## config.mk

```make
export PLATFORM = sky130hd
export DESIGN_NAME = simple_accumulator_cpu
export DESIGN_NICKNAME = d
export VERILOG_FILES = /design/src/hdl/sac_pkg.sv /design/src/hdl/simple_accumulator_cpu.sv /design/src/hdl/sac_ram.sv
export VERILOG_INCLUDE_DIRS = /design/src /design/src/hdl
export SDC_FILE = /design/constraint.sdc
export NUM_CORES = 2
export LEC_CHECK = 0
export ABC_CLOCK_PERIOD_IN_PS = 18980
export CORE_MARGIN = 3
export CORE_UTILIZATION = 30
export CTS_CLUSTER_SIZE = 10
export DETAILED_ROUTE_END_ITERATION = 7
export DONT_BUFFER_PORTS = 1
export SYNTH_ARGS = -nofsm -noshare
export SYNTH_HDL_FRONTEND = slang
export SYNTH_SLANG_ARGS = --single-unit
export TNS_END_PERCENT = 5
```

## constraint.sdc

```tcl
create_clock -name clock -period 18.98 [get_ports clock]
set_clock_uncertainty 0.15 [all_clocks]
set_input_delay 1.898 -clock clock [delete_from_list [all_inputs] [get_ports clock]]
set_output_delay 1.898 -clock clock [all_outputs]
set_load 0.01 [all_outputs]
```

## src/hdl/assert_macros.svh

```systemverilog
// assertion macros used by the cpu rtl
`ifndef ASSERT_MACROS_SVH
`define ASSERT_MACROS_SVH

// same-cycle implication, disabled during reset
`define ASSERT_IMPLIES(label, clk, rst, ante, cons) \
   label: assert property (@(posedge clk) disable iff (rst) (ante) |-> (cons)) \
      else $error("assertion failed: same-cycle implication");

// next-cycle implication, disabled during reset
`define ASSERT_NEXT(label, clk, rst, ante, cons) \
   label: assert property (@(posedge clk) disable iff (rst) (ante) |=> (cons)) \
      else $error("assertion failed: next-cycle implication");

`endif

```

## src/hdl/sac_pkg.sv

```systemverilog
// types and codes of the simple accumulator cpu
package sac_pkg;

   // item modes
   localparam logic [1:0] MODE_WRITE = 2'd0;
   localparam logic [1:0] MODE_READ  = 2'd1;
   localparam logic [1:0] MODE_EXEC  = 2'd2;

   // instruction opcodes, high nibble of the instruction byte
   localparam logic [3:0] OP_NOP = 4'h0;
   localparam logic [3:0] OP_LDA = 4'h1;
   localparam logic [3:0] OP_ADD = 4'h2;
   localparam logic [3:0] OP_SUB = 4'h3;
   localparam logic [3:0] OP_STA = 4'h4;
   localparam logic [3:0] OP_LDI = 4'h5;
   localparam logic [3:0] OP_JMP = 4'h6;
   localparam logic [3:0] OP_HLT = 4'hF;

   // sequencer states
   typedef enum logic [3:0] {
      ST_IDLE  = 4'b0001,
      ST_READ  = 4'b0010,
      ST_FETCH = 4'b0100,
      ST_LOAD  = 4'b1000
   } state_type;

endpackage

```

## src/hdl/simple_accumulator_cpu.sv

```systemverilog
// top level of the simple accumulator cpu: sequencer, registers and program memory
//
// A tiny 8-bit accumulator computer with a MEM_BYTES-byte program and data
// memory. An item is taken when start is high and busy is low; each item
// either writes a memory byte (mode 0), reads one (mode 1) or executes one
// instruction (mode 2). Exactly one result follows every item: rsp_strobe is
// high for a single cycle and the result must be taken then, there is no way
// to hold it off. The result carries the byte read (zero unless mode 1) and
// the pc, accumulator, b register and halt flag as they stand after the item.
// A write, the unused mode 3, or an execute while halted reports straight
// from idle; a read reports from the READ state, an execute from FETCH,
// and an LDA from LOAD after FETCH, since the memory read is registered:
// an instruction needs the fetch read, and LDA a second dependent data read.
// busy is high from the accepting edge until the strobe cycle for a read or
// a fetching execute; other items never raise it. A new item may be accepted
// in the strobe cycle itself. Memory contents read as zero after reset: a
// per-byte valid bit is cleared at once by reset, so there is no clearing
// pass. Addresses from req_address and the pc are taken modulo MEM_BYTES;
// the pc itself wraps at 256. Unlisted opcodes act as NOP, and only reset
// clears the halt flag.
module simple_accumulator_cpu
   import sac_pkg::*;
#(
   parameter int MEM_BYTES = 256
) (
   input  logic       clock,
   input  logic       reset,
   input  logic       start,
   output logic       busy,
   input  logic [1:0] req_mode,
   input  logic [7:0] req_address,
   input  logic [7:0] req_write_data,
   output logic       rsp_strobe,
   output logic [7:0] rsp_read_data,
   output logic [7:0] rsp_program_counter,
   output logic [7:0] rsp_accumulator,
   output logic [7:0] rsp_operand_register,
   output logic       rsp_is_halted
);

`include "assert_macros.svh"

   localparam int AW = $clog2(MEM_BYTES);

   // architectural state
   state_type              state_ff, state_in;
   logic [7:0]             pc_ff, pc_in;
   logic [7:0]             acc_ff, acc_in;
   logic [7:0]             b_ff, b_in;
   logic                   halt_ff, halt_in;

   // per-byte written flags, memory reads as zero until a byte is written
   logic [MEM_BYTES-1:0]   valid_ff;
   logic                   rd_ok_ff;

   // result registers
   logic                   rsp_strobe_ff, rsp_strobe_in;
   logic [7:0]             rsp_read_data_ff, rsp_read_data_in;

   // memory port
   logic                   mem_we;
   logic [AW-1:0]          mem_waddr;
   logic [7:0]             mem_wdata;
   logic [AW-1:0]          mem_raddr;
   logic [7:0]             mem_rdata;
   logic [7:0]             mem_word;

   // address reduction modulo MEM_BYTES, a constant table built at elaboration
   logic [AW-1:0]          addr_mod_table [256];
   logic [AW-1:0]          addr_idx;
   logic [AW-1:0]          pc_idx;
   logic [AW-1:0]          opnd_idx;
   logic [3:0]             opcode;
   logic [3:0]             opnd;

   // a data read is in flight
   logic                   data_rd_phase;

   for (genvar g = 0; g < 256; g++) begin : g_mod
      assign addr_mod_table[g] = AW'(g % MEM_BYTES);
   end

   assign addr_idx = addr_mod_table[req_address];
   assign pc_idx   = addr_mod_table[pc_ff];

   // unwritten bytes read as zero
   assign mem_word = rd_ok_ff ? mem_rdata : 8'h00;
   assign opcode   = mem_word[7:4];
   assign opnd     = mem_word[3:0];
   // operand is below 16 and the memory holds at least 16 bytes
   assign opnd_idx = AW'(opnd);

   sac_ram #(
      .WIDTH (8),
      .DEPTH (MEM_BYTES)
   ) u_mem (
      .clock   (clock),
      .wr_en   (mem_we),
      .wr_addr (mem_waddr),
      .wr_data (mem_wdata),
      .rd_addr (mem_raddr),
      .rd_data (mem_rdata)
   );

   assign busy = (state_ff != ST_IDLE);

   always_comb begin
      state_in         = state_ff;
      pc_in            = pc_ff;
      acc_in           = acc_ff;
      b_in             = b_ff;
      halt_in          = halt_ff;
      rsp_strobe_in    = 1'b0;
      rsp_read_data_in = 8'h00;
      mem_we           = 1'b0;
      mem_waddr        = addr_idx;
      mem_wdata        = req_write_data;
      mem_raddr        = pc_idx;

      unique case (state_ff)
         ST_IDLE: begin
            if (start) begin
               unique case (req_mode)
                  MODE_WRITE: begin
                     mem_we        = 1'b1;
                     rsp_strobe_in = 1'b1;
                  end
                  MODE_READ: begin
                     mem_raddr = addr_idx;
                     state_in  = ST_READ;
                  end
                  MODE_EXEC: begin
                     // fetch at pc, or report unchanged state once halted
                     if (halt_ff) begin
                        rsp_strobe_in = 1'b1;
                     end else begin
                        state_in = ST_FETCH;
                     end
                  end
                  default: begin
                     rsp_strobe_in = 1'b1;
                  end
               endcase
            end
         end
         ST_READ: begin
            rsp_strobe_in    = 1'b1;
            rsp_read_data_in = mem_word;
            state_in         = ST_IDLE;
         end
         ST_FETCH: begin
            pc_in         = pc_ff + 8'd1;
            rsp_strobe_in = 1'b1;
            state_in      = ST_IDLE;
            unique case (opcode)
               OP_LDA: begin
                  // second read for the data byte
                  mem_raddr     = opnd_idx;
                  rsp_strobe_in = 1'b0;
                  state_in      = ST_LOAD;
               end
               OP_ADD: begin
                  b_in   = {4'h0, opnd};
                  acc_in = acc_ff + {4'h0, opnd};
               end
               OP_SUB: begin
                  b_in   = {4'h0, opnd};
                  acc_in = acc_ff - {4'h0, opnd};
               end
               OP_STA: begin
                  mem_we    = 1'b1;
                  mem_waddr = opnd_idx;
                  mem_wdata = acc_ff;
               end
               OP_LDI: begin
                  acc_in = {4'h0, opnd};
               end
               OP_JMP: begin
                  pc_in = {4'h0, opnd};
               end
               OP_HLT: begin
                  halt_in = 1'b1;
               end
               default: begin
                  // nop and unlisted opcodes
               end
            endcase
         end
         ST_LOAD: begin
            acc_in        = mem_word;
            rsp_strobe_in = 1'b1;
            state_in      = ST_IDLE;
         end
         default: begin
            state_in = ST_IDLE;
         end
      endcase
   end

   always_ff @(posedge clock) begin
      if (reset) begin
         state_ff      <= ST_IDLE;
         pc_ff         <= 8'h00;
         acc_ff        <= 8'h00;
         b_ff          <= 8'h00;
         halt_ff       <= 1'b0;
         valid_ff      <= '0;
         rsp_strobe_ff <= 1'b0;
      end else begin
         state_ff      <= state_in;
         pc_ff         <= pc_in;
         acc_ff        <= acc_in;
         b_ff          <= b_in;
         halt_ff       <= halt_in;
         rsp_strobe_ff <= rsp_strobe_in;
         if (mem_we) begin
            valid_ff[mem_waddr] <= 1'b1;
         end
      end
      rd_ok_ff         <= valid_ff[mem_raddr];
      rsp_read_data_ff <= rsp_read_data_in;
   end

   // architectural registers hold still until the next item is accepted,
   // so they are reported directly during the strobe cycle
   assign rsp_strobe           = rsp_strobe_ff;
   assign rsp_read_data        = rsp_read_data_ff;
   assign rsp_program_counter  = pc_ff;
   assign rsp_accumulator      = acc_ff;
   assign rsp_operand_register = b_ff;
   assign rsp_is_halted        = halt_ff;

   assign data_rd_phase = (state_ff == ST_READ) || (state_ff == ST_LOAD);

   // a read or a load always reports in the following cycle
   `ASSERT_NEXT(a_read_reports, clock, reset, data_rd_phase, rsp_strobe)
   // no memory write while a data read is outstanding
   `ASSERT_IMPLIES(a_no_write_in_read, clock, reset, data_rd_phase, !mem_we)
   // an item of any mode accepted on a halted machine leaves the pc alone
   `ASSERT_NEXT(a_halt_holds_pc, clock, reset, start && !busy && halt_ff, $stable(pc_ff))
   // only reset clears the halt flag
   `ASSERT_NEXT(a_halt_sticky, clock, reset, halt_ff, halt_ff)

endmodule

```

## src/hdl/sac_ram.sv

```systemverilog
// generic single-clock ram, one write port, one registered read port
module sac_ram #(
   parameter int WIDTH = 8,
   parameter int DEPTH = 256
) (
   input  logic                     clock,
   input  logic                     wr_en,
   input  logic [$clog2(DEPTH)-1:0] wr_addr,
   input  logic [WIDTH-1:0]         wr_data,
   input  logic [$clog2(DEPTH)-1:0] rd_addr,
   output logic [WIDTH-1:0]         rd_data
);

   logic [WIDTH-1:0] mem_ff [DEPTH];
   logic [WIDTH-1:0] rd_data_ff;

   always_ff @(posedge clock) begin
      if (wr_en) begin
         mem_ff[wr_addr] <= wr_data;
      end
      rd_data_ff <= mem_ff[rd_addr];
   end

   assign rd_data = rd_data_ff;

endmodule
```

==> impl_metrics.yaml <==
run_status:
  outcome: "completed"
yosys:
  netlist.top_cell.by_area: "edfxtp_1"
  yosys_warnings: 0
  netlist_top_cells_count: "2048 x edfxtp_1, 1442 x nand2_1, 789 x nor2_1, 419 x nand3_1, 376 x mux2i_1"
  synth_top_area_frac: 0.665
  yosysUniqueCellTypes: 83
  synth-edff-count: 2048
  yosysMostFrequentCell: "edfxtp_1"
  ys_ff_latch: 2347
  synth.avg_cell_area_um2: 13.2
  async_flop_share: 0
  yosys-top-cells-area: "edfxtp_1 67%, dfxtp_1 6.5%, nand2_1 5.9%, mux2i_1 4.1%, nor2_1 3.2%"
  ys.flop_type: "edfxtp_1"
  yosysSeqAreaShare: 0.730
  syn_inst: 7024
  netlist_area_um2: 92400
floorplanning:
  num_io_pins: 56
  start_util: 0.302
  dieWidth_um: 561
  core_um2: 306000
  die_y_um: 561
  rows: 203
  dieArea_um2: 315000
detailed_routing:
  drtIter0Drc: 7385
  drc: 0
  vias: 59600
  routed_wl_mm: 275
  wl_per_cell_um: 24.3
  drtAntennaViolNets: 0
  firstDrtPassIters: 8
  avgViaCountPerCell: 5.27
placed_design:
  dp.cells: 10800
  place_congestion: 0.893
  post_dp_cell_area_um2: 97100
  io_buffers: 0
  place_ws_ns: 10.26
  hpwl_mm: 159
clock_tree:
  cts-buffers-inserted: 287
  clockBufferDepth: 4
  cts_root_buf: "clkbuf_16"
  post-cts-setup-buffer-count: 0
  clk_pin_slew_ns: 0.06
  cts_resized: 0
  cts.sinks: 2347
  insertion_delay_ns: 0.93
  htree_levels: 5
  cts_tree: "done"
  hold_buffers: 0
power:
  leakagePower_nw: 34.6
  p_total_mw: 10.8
  switching_share: 0.211
  vdd_drop_max_v: 0.0000714
  netSwitchingPower_mw: 2.28
  p_int_mw: 8.54
  pwr-share-comb: 0.034
  powerDensity_nw_per_um2: 103
  pwr-share-clk: 0.446
  pwr-share-seq: 0.520
final_layout:
  stdcell_count: 11300
  n_fill_cell: 29500
  area_growth_pct: 13.7
  final_util: 0.343
  final_layout_size_suffix_gt1_frac: 0.0778
  fin_area_um2: 105000
  nets: 7062
sta:
  worst_pin_slew_ns: 1.40
  setup_viol: 0
  layout_setup_ws_ns: 11.20
  grt_setup_unrepaired: "no"
  fin_setup_tns_ns: 0
  drv_slew: 0
  hold_viol: 0
  min_period_ns: 7.78
  slew_headroom: 0.0676
  period_share: 0.410
  hold_ws_ns: 0.315
  fmax_mhz: 129
grt:
  grtUsageMet1: 0.220
  antenna_found_initial: 10
  grtUsageMet2: 0.270
  grt_busiest_layer: "met2"
  grt_max_degree: 280
  grtUsageMet3: 0.0349
  grt_usage: 0.168
  grt_pass1_vias: 56800
  grt-ovfl-total: 0
  grt_pass1_wl_mm: 397
job:
  max-cap-violations: 0
setup_path:
  crit_type: "flip-flop to flip-flop"
  critPathCaptureType: "flip-flop"
  crit_fanout: 137
  start_kind: "flip-flop"
  cp.arrival_ns: 8.40
  cp.required_ns: 19.61
min_path:
  hp-class: "flip-flop to flip-flop"
cells by family (layout without fill, tap and decap cells):
kind of cell,count (synthesis),count (layout),share of synthesized area
mux,396,396,0.0451
compound gates,961,961,0.0729
flops,2347,2347,0.730
other cells,1,11,0.0000406
simple gates,2845,2845,0.127
fa+ha+maj,11,11,0.00157
buf+inv,455,637,0.0224
xor+xnor,8,8,0.000758
routing by layer:
layer / wire, um / part of all wire
met1: 109000 / 0.40
met2: 129000 / 0.47
met3: 24900 / 0.090
met4: 12000 / 0.044
met5: 13 / 0.000047
placed cells by master (no fill, tap or decap), drive strengths merged, types with 59 or more instances in the layout:
master | Yosys | routed
a32oi | 176 | 176
nand2 | 1442 | 1442
nor2 | 789 | 789
a31oi | 59 | 59
a21oi | 321 | 321
a22oi | 146 | 146
dfxtp | 299 | 299
nand3 | 419 | 419
clkbuf | 213 | 460
edfxtp | 2048 | 2048
buf | 215 | 142
mux2i | 376 | 376
sequential cells by signal, indices dropped and copies added, names as in the netlist:
| register | flops |
|---|---|
| rsp_operand_register | 4 |
| rsp_program_counter | 8 |
| rsp_is_halted | 1 |
| rsp_strobe | 1 |
| rsp_accumulator | 8 |
| state_ff | 4 |
| u_mem.mem_ff | 2048 |
| u_mem.rd_data | 8 |
| valid_ff | 256 |
| rd_ok_ff | 1 |
| rsp_read_data | 8 |
cell type report:
cell class	count	area, um2	share of cell area
timing repair buffer	142	1160	0.0111
clock inverter	8	91.3	0.000869
antenna	7	17.5	0.000167
inverter	27	101	0.000964
clock buffer	460	7940	0.0755
multi-input combinational	4225	23200	0.221
sequential	2347	67500	0.642
tap	4100	5130	0.0488
path summary, 6_finish.rpt:
| path | from | to | slack (ns) | depth (start not counted) |
|---|---|---|---|---|
| min | valid_ff[220] | valid_ff[220] | 0.31 | 2 |
| max | state_ff[3] | u_mem.rd_data[7] | 11.20 | 14 |
| max reg2reg | state_ff[3] | u_mem.rd_data[7] | 11.20 | 14 |
| min reg2reg | valid_ff[220] | valid_ff[220] | 0.31 | 2 |
worst max-delay path, cell delays in order, from the launching register on:
cell and delay (ns):
dfxtp_1 0.38, nor4b_4 0.47, clkinv_1 0.45, o21ai_2 0.24
buf_4 0.24, o211a_4 0.63, buf_12 0.58, buf_4 0.89
buf_4 0.65, mux2i_1 0.18, a32oi_1 0.19, a41oi_1 0.18
a2111oi_1 1.02, nand3_1 0.52, a2111oi_1 0.53
power by group through the flow:
stage | Combinational (mW) | Sequential, mW | Clock [mW]
CTS | 0.363 | 5.62 | 4.89
global placement | 0.355 | 5.73 | 0
finish | 0.367 | 5.62 | 4.83
global route | 0.387 | 5.62 | 5.11
floorplan | 0.214 | 5.75 | 0
detailed placement | 0.362 | 5.73 | 0
Power figures use the tool's default switching activity.
